[src/design/clist_pkg.sv]
// ----------------------------------------------------------------------------
// clist_pkg
// Shared sizes, codes and payload types of the circular list engine.
// ----------------------------------------------------------------------------
`default_nettype none

package clist_pkg;

    // storage sizing
    localparam int CAPACITY   = 64;
    localparam int VALUE_BITS = 32;
    localparam int IDX_W      = $clog2(CAPACITY);
    localparam int COUNT_W    = $clog2(CAPACITY + 1);

    // fixed field widths of the request and response
    localparam int ACTION_W = 3;
    localparam int FIELD_W  = 32;
    localparam int STEP_W   = 8;
    localparam int STATUS_W = 3;
    localparam int ENTRY_W  = 7;

    // stored value width: the low VALUE_BITS of the value field
    localparam int STORE_W = (VALUE_BITS < FIELD_W) ? VALUE_BITS : FIELD_W;

    // free slot finder: groups of eight slots, one registered flag per group
    localparam int GRP_SIZE  = 8;
    localparam int GRP_W     = 3;
    localparam int NUM_GRP   = (CAPACITY + GRP_SIZE - 1) / GRP_SIZE;
    localparam int NUM_GRP_W = (NUM_GRP > 1) ? $clog2(NUM_GRP) : 1;
    localparam int PAD_W     = NUM_GRP * GRP_SIZE;

    typedef enum logic [ACTION_W-1:0] {
        ACT_INS_BEFORE = 3'd0,
        ACT_INS_AFTER  = 3'd1,
        ACT_REMOVE     = 3'd2,
        ACT_ADVANCE    = 3'd3,
        ACT_SEARCH     = 3'd4,
        ACT_CLEAR      = 3'd5
    } action_t;

    typedef enum logic [STATUS_W-1:0] {
        ST_OK        = 3'd0,
        ST_BAD_PARAM = 3'd1,
        ST_POOL_FULL = 3'd2,
        ST_EMPTY     = 3'd3,
        ST_NOT_FOUND = 3'd4
    } status_t;

    typedef enum logic [3:0] {
        S_IDLE,
        S_INS_PICK,
        S_INS_LINK1,
        S_INS_LINK2,
        S_RM_LINK,
        S_ADVANCE,
        S_SEARCH,
        S_SETTLE,
        S_LOAD
    } state_t;

    typedef struct packed {
        logic [ACTION_W-1:0]      action;
        logic [FIELD_W-1:0]       value;
        logic signed [STEP_W-1:0] steps;
    } clist_req_t;

    typedef struct packed {
        logic [STATUS_W-1:0] status;
        logic [FIELD_W-1:0]  current_value;
        logic [ENTRY_W-1:0]  entry_count;
    } clist_rsp_t;

    // lowest free slot as seen by the finder
    typedef struct packed {
        logic             full;
        logic [IDX_W-1:0] slot;
    } free_slot_t;

endpackage

`default_nettype wire

[src/design/clist_ram.sv]
// ----------------------------------------------------------------------------
// clist_ram
// Generic single write port, single read port RAM with registered read.
// ----------------------------------------------------------------------------
`default_nettype none

module clist_ram #(
    parameter int WIDTH = 32,
    parameter int DEPTH = 64
) (
    input  wire logic                     aclk,
    input  wire logic                     wr_en,
    input  wire logic [$clog2(DEPTH)-1:0] wr_addr,
    input  wire logic [WIDTH-1:0]         wr_data,
    input  wire logic [$clog2(DEPTH)-1:0] rd_addr,
    output logic      [WIDTH-1:0]         rd_data
);

    logic [WIDTH-1:0] mem_reg [DEPTH];
    logic [WIDTH-1:0] rd_data_reg;

    // read returns the old contents on a same-address write
    always_ff @(posedge aclk) begin
        if (wr_en) begin
            mem_reg[wr_addr] <= wr_data;
        end
        rd_data_reg <= mem_reg[rd_addr];
    end

    assign rd_data = rd_data_reg;

endmodule

`default_nettype wire

[src/design/clist_free_find.sv]
// ----------------------------------------------------------------------------
// clist_free_find
// Lowest free slot of the pool, through a registered two level tree.
// ----------------------------------------------------------------------------
`default_nettype none

module clist_free_find
    import clist_pkg::*;
(
    input  wire logic                aclk,
    input  wire logic [CAPACITY-1:0] used,
    output free_slot_t               pick
);

    logic [PAD_W-1:0] used_pad;
    logic [NUM_GRP-1:0] grp_free_next;
    logic [NUM_GRP-1:0] grp_free_reg;
    logic [GRP_W-1:0] grp_off_next [NUM_GRP];
    logic [GRP_W-1:0] grp_off_reg  [NUM_GRP];
    logic [NUM_GRP_W-1:0] grp_sel;

    // slots past the capacity count as taken
    always_comb begin
        used_pad = '1;
        used_pad[CAPACITY-1:0] = used;
    end

    // first level: per group, any free and lowest free offset
    always_comb begin
        for (int g = 0; g < NUM_GRP; g++) begin
            grp_free_next[g] = ~&used_pad[g*GRP_SIZE +: GRP_SIZE];
            grp_off_next[g]  = '0;
            for (int b = GRP_SIZE - 1; b >= 0; b--) begin
                if (!used_pad[g*GRP_SIZE + b]) begin
                    grp_off_next[g] = GRP_W'(b);
                end
            end
        end
    end

    always_ff @(posedge aclk) begin
        grp_free_reg <= grp_free_next;
        grp_off_reg  <= grp_off_next;
    end

    // second level: lowest group with a free slot
    always_comb begin
        pick.full = 1'b1;
        grp_sel   = '0;
        for (int g = NUM_GRP - 1; g >= 0; g--) begin
            if (grp_free_reg[g]) begin
                pick.full = 1'b0;
                grp_sel   = NUM_GRP_W'(g);
            end
        end
        pick.slot = IDX_W'({grp_sel, grp_off_reg[grp_sel]});
    end

endmodule

`default_nettype wire

[src/design/circular_list_engine_core.sv]
// ----------------------------------------------------------------------------
// circular_list_engine_core
// Circular doubly linked list over a fixed pool of slots, with a current
// entry, walked one link per cycle by a small sequencer.
// ----------------------------------------------------------------------------
//
//  channel | direction | handshake          | payload
//  --------+-----------+--------------------+--------------------------------
//  s_      | in        | s_valid / s_ready  | s_req : action, value, steps
//  m_      | out       | m_valid / m_ready  | m_rsp : status, current_value,
//          |           |                    |         entry_count
//
//  one request at a time; s_ready is high only while the sequencer is idle
//  every request passes through S_SETTLE and S_LOAD; advance walks |steps|
//  links and search compares entries until a match or a full lap;
//  the walk is one link ram read per cycle
//  the response sits in an output register, so the next request is taken
//  while a response waits; a request only stalls in its final load step
//  reset (synchronous, aresetn low) empties the list; slot contents and
//  links are not cleared and are only read for slots in use
// ----------------------------------------------------------------------------
`default_nettype none

module circular_list_engine_core
    import clist_pkg::*;
(
    input  wire logic       aclk,
    input  wire logic       aresetn,

    input  wire logic       s_valid,
    output logic            s_ready,
    input  wire clist_req_t s_req,

    output logic            m_valid,
    input  wire logic       m_ready,
    output clist_rsp_t      m_rsp
);

    // sequencer
    state_t state_reg, state_next;

    // list control state
    logic [CAPACITY-1:0] used_reg, used_next;
    logic [IDX_W-1:0]    cur_reg, cur_next;
    logic                nonempty_reg, nonempty_next;
    logic [COUNT_W-1:0]  count_reg, count_next;

    // per request working registers
    logic [ACTION_W-1:0] action_reg, action_next;
    logic [STORE_W-1:0]  value_reg, value_next;
    logic [IDX_W-1:0]    slot_reg, slot_next;
    logic [IDX_W-1:0]    nb_reg, nb_next;
    logic [IDX_W-1:0]    start_reg, start_next;
    logic [STEP_W-1:0]   remain_reg, remain_next;
    logic                fwd_reg, fwd_next;
    status_t             status_reg, status_next;

    // output register
    logic                m_valid_reg, m_valid_next;
    clist_rsp_t          rsp_reg, rsp_next;

    // ram ports
    logic                val_we;
    logic [IDX_W-1:0]    val_waddr;
    logic [STORE_W-1:0]  val_wdata, val_rdata;
    logic                nxt_we, prv_we;
    logic [IDX_W-1:0]    nxt_waddr, nxt_wdata, nxt_rdata;
    logic [IDX_W-1:0]    prv_waddr, prv_wdata, prv_rdata;

    // request decode
    logic                accept;
    logic [STORE_W-1:0]  in_value;
    logic                in_zero;
    logic [STEP_W-1:0]   steps_raw;
    logic [STEP_W-1:0]   step_mag;
    state_t              dec_state;
    status_t             dec_status;
    logic                after_sel;
    logic                load_ok;
    free_slot_t          pick;

    assign s_ready   = (state_reg == S_IDLE);
    assign accept    = s_valid && s_ready;
    assign in_value  = s_req.value[STORE_W-1:0];
    assign in_zero   = (in_value == '0);
    assign steps_raw = s_req.steps;
    // magnitude of a two's complement count; -128 gives 128
    assign step_mag  = steps_raw[STEP_W-1] ? (~steps_raw + STEP_W'(1)) : steps_raw;
    assign after_sel = (action_reg == ACT_INS_AFTER);
    assign load_ok   = !m_valid_reg || m_ready;

    // lowest free slot, refreshed every cycle from the used map
    clist_free_find u_free_find (
        .aclk (aclk),
        .used (used_reg),
        .pick (pick)
    );

    // all three rams read at the next current index, so that each cycle
    // their read data belongs to cur_reg; this is what lets a walk take
    // one link per cycle
    clist_ram #(.WIDTH(STORE_W), .DEPTH(CAPACITY)) u_val_ram (
        .aclk    (aclk),
        .wr_en   (val_we),
        .wr_addr (val_waddr),
        .wr_data (val_wdata),
        .rd_addr (cur_next),
        .rd_data (val_rdata)
    );

    clist_ram #(.WIDTH(IDX_W), .DEPTH(CAPACITY)) u_next_ram (
        .aclk    (aclk),
        .wr_en   (nxt_we),
        .wr_addr (nxt_waddr),
        .wr_data (nxt_wdata),
        .rd_addr (cur_next),
        .rd_data (nxt_rdata)
    );

    clist_ram #(.WIDTH(IDX_W), .DEPTH(CAPACITY)) u_prev_ram (
        .aclk    (aclk),
        .wr_en   (prv_we),
        .wr_addr (prv_waddr),
        .wr_data (prv_wdata),
        .rd_addr (cur_next),
        .rd_data (prv_rdata)
    );

    // decode of an incoming request: first step and early status
    // zero value is checked before the empty list check
    always_comb begin
        dec_state  = S_SETTLE;
        dec_status = ST_OK;
        unique case (s_req.action)
            ACT_INS_BEFORE, ACT_INS_AFTER: begin
                if (in_zero) begin
                    dec_status = ST_BAD_PARAM;
                end else begin
                    dec_state = S_INS_PICK;
                end
            end
            ACT_REMOVE: begin
                if (!nonempty_reg) begin
                    dec_status = ST_EMPTY;
                end else begin
                    dec_state = S_RM_LINK;
                end
            end
            ACT_ADVANCE: begin
                if (!nonempty_reg) begin
                    dec_status = ST_EMPTY;
                end else begin
                    dec_state = S_ADVANCE;
                end
            end
            ACT_SEARCH: begin
                if (in_zero) begin
                    dec_status = ST_BAD_PARAM;
                end else if (!nonempty_reg) begin
                    dec_status = ST_EMPTY;
                end else begin
                    dec_state = S_SEARCH;
                end
            end
            ACT_CLEAR: begin
                dec_status = ST_OK;
            end
            default: begin
                // unused action codes
                dec_status = ST_BAD_PARAM;
            end
        endcase
    end

    // next state
    always_comb begin
        state_next = state_reg;
        unique case (state_reg)
            S_IDLE: begin
                if (accept) begin
                    state_next = dec_state;
                end
            end
            S_INS_PICK: begin
                if (pick.full || !nonempty_reg) begin
                    state_next = S_SETTLE;
                end else begin
                    state_next = S_INS_LINK1;
                end
            end
            S_INS_LINK1: state_next = S_INS_LINK2;
            S_INS_LINK2: state_next = S_SETTLE;
            S_RM_LINK:   state_next = S_SETTLE;
            S_ADVANCE: begin
                if (remain_reg == '0) begin
                    state_next = S_SETTLE;
                end
            end
            S_SEARCH: begin
                if (val_rdata == value_reg || nxt_rdata == start_reg) begin
                    state_next = S_SETTLE;
                end
            end
            // the value ram reads the final current entry before the load step
            S_SETTLE: state_next = S_LOAD;
            S_LOAD: begin
                if (load_ok) begin
                    state_next = S_IDLE;
                end
            end
            default: state_next = S_IDLE;
        endcase
    end

    // datapath and ram control
    always_comb begin
        used_next     = used_reg;
        cur_next      = cur_reg;
        nonempty_next = nonempty_reg;
        count_next    = count_reg;
        action_next   = action_reg;
        value_next    = value_reg;
        slot_next     = slot_reg;
        nb_next       = nb_reg;
        start_next    = start_reg;
        remain_next   = remain_reg;
        fwd_next      = fwd_reg;
        status_next   = status_reg;
        m_valid_next  = m_valid_reg && !m_ready;
        rsp_next      = rsp_reg;

        val_we    = 1'b0;
        val_waddr = slot_reg;
        val_wdata = value_reg;
        nxt_we    = 1'b0;
        nxt_waddr = slot_reg;
        nxt_wdata = slot_reg;
        prv_we    = 1'b0;
        prv_waddr = slot_reg;
        prv_wdata = slot_reg;

        unique case (state_reg)
            S_IDLE: begin
                if (accept) begin
                    action_next = s_req.action;
                    value_next  = in_value;
                    status_next = dec_status;
                    start_next  = cur_reg;
                    remain_next = step_mag;
                    fwd_next    = !steps_raw[STEP_W-1];
                    if (s_req.action == ACT_CLEAR) begin
                        used_next     = '0;
                        cur_next      = '0;
                        nonempty_next = 1'b0;
                        count_next    = '0;
                    end
                end
            end
            S_INS_PICK: begin
                if (pick.full) begin
                    status_next = ST_POOL_FULL;
                end else begin
                    slot_next             = pick.slot;
                    used_next[pick.slot]  = 1'b1;
                    count_next            = count_reg + COUNT_W'(1);
                    val_we                = 1'b1;
                    val_waddr             = pick.slot;
                    // neighbor on the side where the new entry goes
                    nb_next = after_sel ? nxt_rdata : prv_rdata;
                    if (!nonempty_reg) begin
                        // first entry links to itself
                        nxt_we        = 1'b1;
                        nxt_waddr     = pick.slot;
                        nxt_wdata     = pick.slot;
                        prv_we        = 1'b1;
                        prv_waddr     = pick.slot;
                        prv_wdata     = pick.slot;
                        cur_next      = pick.slot;
                        nonempty_next = 1'b1;
                    end
                end
            end
            S_INS_LINK1: begin
                // links of the new entry
                nxt_we    = 1'b1;
                nxt_waddr = slot_reg;
                nxt_wdata = after_sel ? nb_reg : cur_reg;
                prv_we    = 1'b1;
                prv_waddr = slot_reg;
                prv_wdata = after_sel ? cur_reg : nb_reg;
            end
            S_INS_LINK2: begin
                // splice the new entry between current and neighbor
                nxt_we    = 1'b1;
                nxt_waddr = after_sel ? cur_reg : nb_reg;
                nxt_wdata = slot_reg;
                prv_we    = 1'b1;
                prv_waddr = after_sel ? nb_reg : cur_reg;
                prv_wdata = slot_reg;
                cur_next  = slot_reg;
            end
            S_RM_LINK: begin
                used_next[cur_reg] = 1'b0;
                if (count_reg != '0) begin
                    count_next = count_reg - COUNT_W'(1);
                end
                if (prv_rdata == cur_reg) begin
                    // last entry gone
                    nonempty_next = 1'b0;
                    cur_next      = '0;
                end else begin
                    nxt_we    = 1'b1;
                    nxt_waddr = prv_rdata;
                    nxt_wdata = nxt_rdata;
                    prv_we    = 1'b1;
                    prv_waddr = nxt_rdata;
                    prv_wdata = prv_rdata;
                    cur_next  = prv_rdata;
                end
            end
            S_ADVANCE: begin
                if (remain_reg != '0) begin
                    cur_next    = fwd_reg ? nxt_rdata : prv_rdata;
                    remain_next = remain_reg - STEP_W'(1);
                end
            end
            S_SEARCH: begin
                if (val_rdata == value_reg) begin
                    status_next = ST_OK;
                end else if (nxt_rdata == start_reg) begin
                    // full lap without a match: back to where the scan began
                    status_next = ST_NOT_FOUND;
                    cur_next    = start_reg;
                end else begin
                    cur_next = nxt_rdata;
                end
            end
            S_SETTLE: begin
            end
            S_LOAD: begin
                if (load_ok) begin
                    m_valid_next           = 1'b1;
                    rsp_next.status        = status_reg;
                    rsp_next.current_value = nonempty_reg ? FIELD_W'(val_rdata) : '0;
                    rsp_next.entry_count   = ENTRY_W'(count_reg);
                end
            end
            default: begin
            end
        endcase
    end

    // control registers
    always_ff @(posedge aclk) begin
        if (!aresetn) begin
            state_reg    <= S_IDLE;
            used_reg     <= '0;
            cur_reg      <= '0;
            nonempty_reg <= 1'b0;
            count_reg    <= '0;
            m_valid_reg  <= 1'b0;
        end else begin
            state_reg    <= state_next;
            used_reg     <= used_next;
            cur_reg      <= cur_next;
            nonempty_reg <= nonempty_next;
            count_reg    <= count_next;
            m_valid_reg  <= m_valid_next;
        end
    end

    // working and payload registers
    always_ff @(posedge aclk) begin
        action_reg <= action_next;
        value_reg  <= value_next;
        slot_reg   <= slot_next;
        nb_reg     <= nb_next;
        start_reg  <= start_next;
        remain_reg <= remain_next;
        fwd_reg    <= fwd_next;
        status_reg <= status_next;
        rsp_reg    <= rsp_next;
    end

    assign m_valid = m_valid_reg;
    assign m_rsp   = rsp_reg;

    // count never exceeds the pool
    a_count_bound: assert property (@(posedge aclk) disable iff (!aresetn)
        count_reg <= COUNT_W'(CAPACITY))
        else $error("entry count above capacity");

    // used map and entry count move together
    a_used_count: assert property (@(posedge aclk) disable iff (!aresetn)
        $countones(used_reg) == int'(count_reg))
        else $error("used map out of step with entry count");

    // nonempty flag agrees with the count
    a_nonempty: assert property (@(posedge aclk) disable iff (!aresetn)
        nonempty_reg == (count_reg != '0))
        else $error("nonempty flag out of step with entry count");

    // an empty list answers with a zero current value
    a_empty_value: assert property (@(posedge aclk) disable iff (!aresetn)
        (m_valid && m_rsp.entry_count == '0) |-> (m_rsp.current_value == '0))
        else $error("nonzero current value on an empty list");

endmodule

`default_nettype wire
[config.mk]
export PLATFORM = sky130hd
export DESIGN_NAME = circular_list_engine_core
export DESIGN_NICKNAME = d
export VERILOG_FILES = /design/src/design/clist_pkg.sv /design/src/design/clist_ram.sv /design/src/design/clist_free_find.sv /design/src/design/circular_list_engine_core.sv
export SDC_FILE = /design/constraint.sdc
export NUM_CORES = 2
export LEC_CHECK = 0
export BUFFER_PORTS_ARGS = -buffer_cell sky130_fd_sc_hd__buf_4
export CAP_MARGIN = 20
export CELL_PAD_IN_SITES_DETAIL_PLACEMENT = 1
export CELL_PAD_IN_SITES_GLOBAL_PLACEMENT = 2
export CORE_ASPECT_RATIO = 1.2
export CORE_MARGIN = 2
export CORE_UTILIZATION = 25
export CTS_CLUSTER_SIZE = 30
export DETAILED_ROUTE_END_ITERATION = 16
export PLACE_DENSITY = 0.43
export SLEW_MARGIN = 20
export SYNTH_ARGS = -nofsm -noshare
export SYNTH_HDL_FRONTEND = slang
export SYNTH_SLANG_ARGS = --single-unit
[constraint.sdc]
create_clock -name aclk -period 11.5 [get_ports aclk]
set_input_delay 0.575 -clock aclk [delete_from_list [all_inputs] [get_ports aclk]]
set_output_delay 0.575 -clock aclk [all_outputs]
set_load 0.005 [all_outputs]
* Yosys cells after proc, flatten, opt, wreduce, memory -nomap -nowiden
Memories as Yosys holds them, arrays and structs flattened. A register that Yosys moved wholly into a read port is not among the register bits.
Cells that the tools add are included.
** Word-level totals
- Bits in registers :: 222
- Bits in writable memories :: 2816
- Logic and storage cells :: 306
- Memories kept :: 3
** Cells by class
- Add/sub/neg operators :: 4
- $lt $le $gt $ge :: 5
- Equality and inequality tests :: 28
- Mux-type cells :: 153
- Bitwise logic cells :: 6
- Reduce and logical (&&, ||, !) cells :: 65
** Memories
- u_val_ram.mem_reg :: words 64, width 32, rd ports 1, clocked after Yosys merged registers in 1, wr ports 1, line clist_ram.sv:19 : logic [WIDTH-1:0] mem_reg [DEPTH];
- u_next_ram.mem_reg :: words 64, width 6, rd ports 1, clocked after Yosys merged registers in 1, wr ports 1, line clist_ram.sv:19
- u_prev_ram.mem_reg :: words 64, width 6, rd ports 1, clocked after Yosys merged registers in 1, wr ports 1, line clist_ram.sv:19
** Operators with widths (number)
- $mux 64 :: 3
- $pmux 64 s3 :: 1
- $mux 3 :: 49
- $mux 6 :: 18
- $pmux 6 s3 :: 4
- $and 64x64->64 :: 1
- $not 64->64 :: 1
- $or 64x64->64 :: 1
- $reduce_and 8->1 :: 8
- $reduce_and 4->1 :: 11
- $mux 2 :: 19
- $mux 1 :: 36
- $pmux 6 s6 :: 1
- $eq 32x32->1 :: 1
- $logic_not 32->1 :: 1
- $pmux 4 s8 :: 1
- $mux 7 :: 4
- $mux 8 :: 3
- $pmux 3 s4 :: 2
- $reduce_and 2->1 :: 11
- $pmux 7 s3 :: 1
- $eq 4x3->1 const B :: 4
- $mux 4 :: 4
- $ne 2x2->1 const B :: 8
- other kinds (37) :: 68

* Logic depth before layout (Yosys ltp)
- Depth after elaboration :: 19
- Mapped depth :: 17
- Gate-level depth less buffers :: 13

* By module
Synthesis repeated with hierarchy kept, for this count alone.
** Second synthesis, totals
- Cell total of the unflattened synthesis :: 5979
- Area, all modules :: 120144.0 um2
** Modules (own cells, without submodules)
- clist_ram at u_val_ram :: instances 1, cells each 3324, area each 78515.3 um2, sequential area each 62139.6 um2
- clist_ram at u_prev_ram :: instances 1, cells each 720, area each 15225.9 um2, sequential area each 11651.2 um2
- clist_ram at u_next_ram :: instances 1, cells each 729, area each 15205.8 um2, sequential area each 11651.2 um2
- circular_list_engine_core :: instances 1, cells each 1011, area each 9640.5 um2, sequential area each 4814.6 um2
- clist_free_find :: instances 1, cells each 195, area each 1556.5 um2, sequential area each 640.6 um2

* Least setup slack after synthesis
Ideal clock, no wire load.
- Path kind :: reg2reg
- Start :: register state_reg[1]
- End :: memory u_next_ram.mem_reg[0][5] (netlist name) (data pin)
- Setup time :: 0.702 ns
- Arrival :: 3.682 ns
- Data required time :: 10.798 ns
- Path slack :: 7.117 ns
- Cell stages (with the launch flop) :: 7
- Period minus slack after synthesis :: 4.383 ns
- Path through :: dfxtp_1 -> clkbuf_1 -> inv_1 -> nor2_1 -> nand2_1 -> clkbuf_1 -> o21ai_0
** Between the ends
- Cells in the longest elaborated chain, start to end :: 2
- Elaborated cells on any way between the ends :: 4
- Classes of those cells :: eq/ne: 3; mux: 1
** Ends and longest elaborated chain
- from (decl) :: line circular_list_engine_core.sv:40 : state_t state_reg, state_next;
- from (signal assigned) :: line circular_list_engine_core.sv:363 : state_reg <= state_next;
- $eq 4x3->1, or another cell as far along :: line circular_list_engine_core.sv:242 : unique case (state_reg)
- $pmux 6 s3 (*) :: line circular_list_engine_core.sv:242
- net nxt_wdata[5] :: line circular_list_engine_core.sv:67 : logic [IDX_W-1:0] nxt_waddr, nxt_wdata, nxt_rdata;
- to (decl) :: line clist_ram.sv:19
The timed path passes the listed nets; every way through them passes the cells marked *.

* Final worst setup path
- Start :: register value_reg[11] (netlist: val_wdata[11])
- End :: register u_next_ram.rd_data_reg[5] (netlist: u_next_ram.rd_data[5]), read port of u_next_ram.mem_reg
** Between the ends
- Cells in the longest elaborated chain, start to end :: 3
** Ends and longest elaborated chain
- from (decl) :: line circular_list_engine_core.sv:50 : logic [STORE_W-1:0] value_reg, value_next;
- from (signal assigned) :: line circular_list_engine_core.sv:375 : value_reg <= value_next;
- $eq 32x32->1 :: line circular_list_engine_core.sv:328 : if (val_rdata == value_reg) begin
- $mux 6 :: line circular_list_engine_core.sv:328
- $pmux 6 s6 :: line circular_list_engine_core.sv:242
- to (decl) :: line clist_ram.sv:20 : logic [WIDTH-1:0] rd_data_reg;
No other way between the ends.
A chain may end at the register's enable or synchronous reset.

==> results.json <==
{
  "status": "finished, final reports clean",
  "dr.first_iter.drc_count": 5723,
  "crit_path_cell_trace": "buf_4 > xnor2_1 > nand4_1 > nor4_1 > nand2_1 > mux2i_1 > o221a_4 > buf_4 > buf_4 > mux4_2 > a22oi_1 > and3_1 > a21oi_1 > and3_1",
  "cts_buffer_depth": 4,
  "post_drt_via_cell_ratio": 4.85,
  "cp_slowest_cell": "nor4_1",
  "clock_latency_ns": 0.96,
  "r2r-end": "u_next_ram.rd_data[5]$_DFF_P_",
  "drc": 0,
  "setup_violations": 0,
  "nets": 6425,
  "required_ns": 12.34,
  "firstDrtPassIters": 5,
  "grt_overflow": 0,
  "antenna_found_initial": 42,
  "post_cts.repair.setup_buffers": 0,
  "rows": 277,
  "r2r-start": "val_wdata[11]$_DFFE_PP_",
  "worst-path-max-fanout": 65,
  "synth.avg_cell_area_um2": 19.9,
  "worstPathArrival_ns": 8.12,
  "cts_tree": "done",
  "cp-start-kind": "flip-flop",
  "max_stage_delay_ns": 0.86,
  "synthArstFlopShare": 0,
  "critPathMostFrequentCell": "buf_4",
  "grt_max_degree": 107,
  "cts-root-buf": "clkbuf_16",
  "tns_ns": 0,
  "relSlewSlack": 0.177,
  "coreArea_um2": 475000,
  "drtAntennaViolNets": 0,
  "hold_class": "in -> reg",
  "p_leak_nw": 42.8,
  "netlist_instances": 6008,
  "skew_ns": 0.0366,
  "nFillCells": 48100,
  "ys_seq_area_frac": 0.762,
  "place.gp.congestion": 0.739,
  "cts_made_buffers": 337,
  "area_delta_synth_final_pct": 17.1,
  "drt-total-wl_mm": 434,
  "hold_path_depth": 3,
  "synth_edf_count": 2917,
  "powerDensity_nw_per_um2": 292,
  "multi_input_area_um2": 27200,
  "grt_pass1_wl_mm": 590,
  "synth_largest_area_cell": "edfxtp_1",
  "h-tree-depth": 5,
  "start_util": 0.251,
  "fin_crit_ns": 7.28,
  "portBuffers": 90,
  "grt_setup_unrepaired": "no",
  "grt_usage": 0.177,
  "period_share": 0.633,
  "drive_gt1_frac": 0.244,
  "ys.flop_type": "edfxtp_1",
  "syn_area_um2": 119000,
  "grt_pass1_vias": 66800,
  "timing_hold_violations_final": 0,
  "synth-seq-cells": 3082,
  "hp-start": "s_req[2]",
  "finalPower_mw": 40.8,
  "io_pins": 91,
  "place_ws_ns": 3.99,
  "seq_area_um2": 90900,
  "hold_end": "remain_reg[2]$_DFFE_PP_",
  "die_h_um": 761,
  "final_common_cell": "edfxtp_1",
  "syn-num-nets": 6064,
  "netlist.area_leader.share": 0.734,
  "drv_cap": 0,
  "die_area_um2": 483000,
  "ys_top_cells_by_area": "edfxtp_1 (73%), mux4_2 (13%), dfxtp_1 (2.8%)",
  "fmax_mhz": 137,
  "hpwl_mm": 247,
  "via_count": 62700,
  "clk_pin_slew_ns": 0.06,
  "cts_sinks": 3082,
  "drt-wirelength-per-cell_um": 33.6,
  "critPathKind": "reg -> reg",
  "synth_cell_types": 80,
  "layout_common_cells": "edfxtp_1 (2917), mux4_2 (700), clkbuf_16 (344), nand2_1 (293), buf_4 (284)",
  "largest_reg_flops": 2048,
  "fin_ws_ns": 4.22,
  "fp.dieW_um": 635,
  "drv_slew": 0,
  "end_kind": "flip-flop",
  "worst_pin_slew_ns": 1.23,
  "reg2reg_setup_slack_ns": 4.22,
  "peakVddDrop_mv": 0.608,
  "r2r_cells": 14,
  "yosys_warnings": 0
}
## metal layers
| metal | global-route usage | vias up | part of all wire |
|---|---|---|---|
| li1 | - | 25500 | - |
| met1 | 0.241 | 35100 | 0.44 |
| met2 | 0.306 | 1618 | 0.50 |
| met3 | 0.0205 | 460 | 0.043 |
| met4 | 0.0354 | 4 | 0.020 |
| met5 | 0 | - | 0.000053 |
## kinds of logic (layout without fill, tap and decap cells)
logic type | after synthesis | after routing | synth area share
buffers and inverters | 350 | 986 | 0.0164
other | 0 | 10 | 0
AND/OR/NAND/NOR | 999 | 999 | 0.0388
flip-flops | 3082 | 3082 | 0.762
adder cells (fa/ha/maj) | 9 | 9 | 0.00101
XOR/XNOR | 61 | 61 | 0.00448
multiplexers | 740 | 740 | 0.136
AO/OA/AOI/OAI | 767 | 767 | 0.0415
## synth_stat cells (27+ instances only)
| cell type | instances |
|---|---|
| a21oi_1 | 263 |
| a221oi_1 | 47 |
| a22oi_1 | 224 |
| a31oi_1 | 41 |
| and2_1 | 43 |
| and3_1 | 94 |
| buf_2 | 65 |
| buf_4 | 62 |
| buf_6 | 41 |
| clkbuf_1 | 130 |
| dfxtp_1 | 165 |
| edfxtp_1 | 2917 |
| inv_1 | 29 |
| mux2i_1 | 27 |
| mux4_2 | 700 |
| nand2_1 | 294 |
| nand3_1 | 109 |
| nor2_1 | 297 |
| nor3_1 | 56 |
| o21ai_0 | 89 |
| xnor2_1 | 47 |
## critical path, delay by kind of cell (launching register included)
kind            cells  cell delay (ns)
flops               1             0.37
mux                 2             0.90
simple gates        5             2.32
xor+xnor            1             0.67
buf+inv             3             1.56
compound gates      3             1.22
## power by group
group | internal (mW) | switching, mW
Clock | 6.15 | 4.63
Combinational | 5.83 | 10.2
Sequential | 13.6 | 0.454
## final cells by class
cell class,count,area share
Antenna cell,10,0.000179
Clock buffer,422,0.0646
Clock inverter,192,0.0121
Inverter,30,0.000815
Multi-Input combinational cell,2576,0.195
Sequential cell,3082,0.650
Tap cell,6277,0.0562
Timing Repair Buffer,342,0.0208
## repair_timing
item | CTS | global route
endpoints found under the hold margin | 50 | 0
gates resized for setup | 0 | 0
hold buffers | 40 | 0
## stage by stage
step | instance area [µm²] | instances | util | hold WS [ns]
after floorplan | 119000 | 6008 | - | 0.400
after global placement | 129000 | 12300 | 0.271 | 0.468
after detailed placement | 129000 | 12300 | 0.271 | 0.478
after CTS | 140000 | 12900 | 0.294 | 0.00315
after global routing | 140000 | 12900 | 0.294 | 0.0793
final | 140000 | 12900 | 0.294 | 0.114
## worst max-delay path by stage
stage                              start                                 end  depth (start not counted)
2_1_floorplan  state_reg[1]$_SDFFE_PN0P_  u_next_ram.mem_reg[0][5]$_DFFE_PP_                          6
3_3_place_gp     val_wdata[11]$_DFFE_PP_       u_next_ram.rd_data[5]$_DFF_P_                         14
3_5_place_dp     val_wdata[26]$_DFFE_PP_       u_next_ram.rd_data[5]$_DFF_P_                         14
4_1_cts          val_wdata[26]$_DFFE_PP_       u_next_ram.rd_data[5]$_DFF_P_                         14
5_1_grt          val_wdata[11]$_DFFE_PP_       u_next_ram.rd_data[5]$_DFF_P_                         14
6_report         val_wdata[11]$_DFFE_PP_       u_next_ram.rd_data[5]$_DFF_P_                         14
Power figures use the tool's default switching activity.
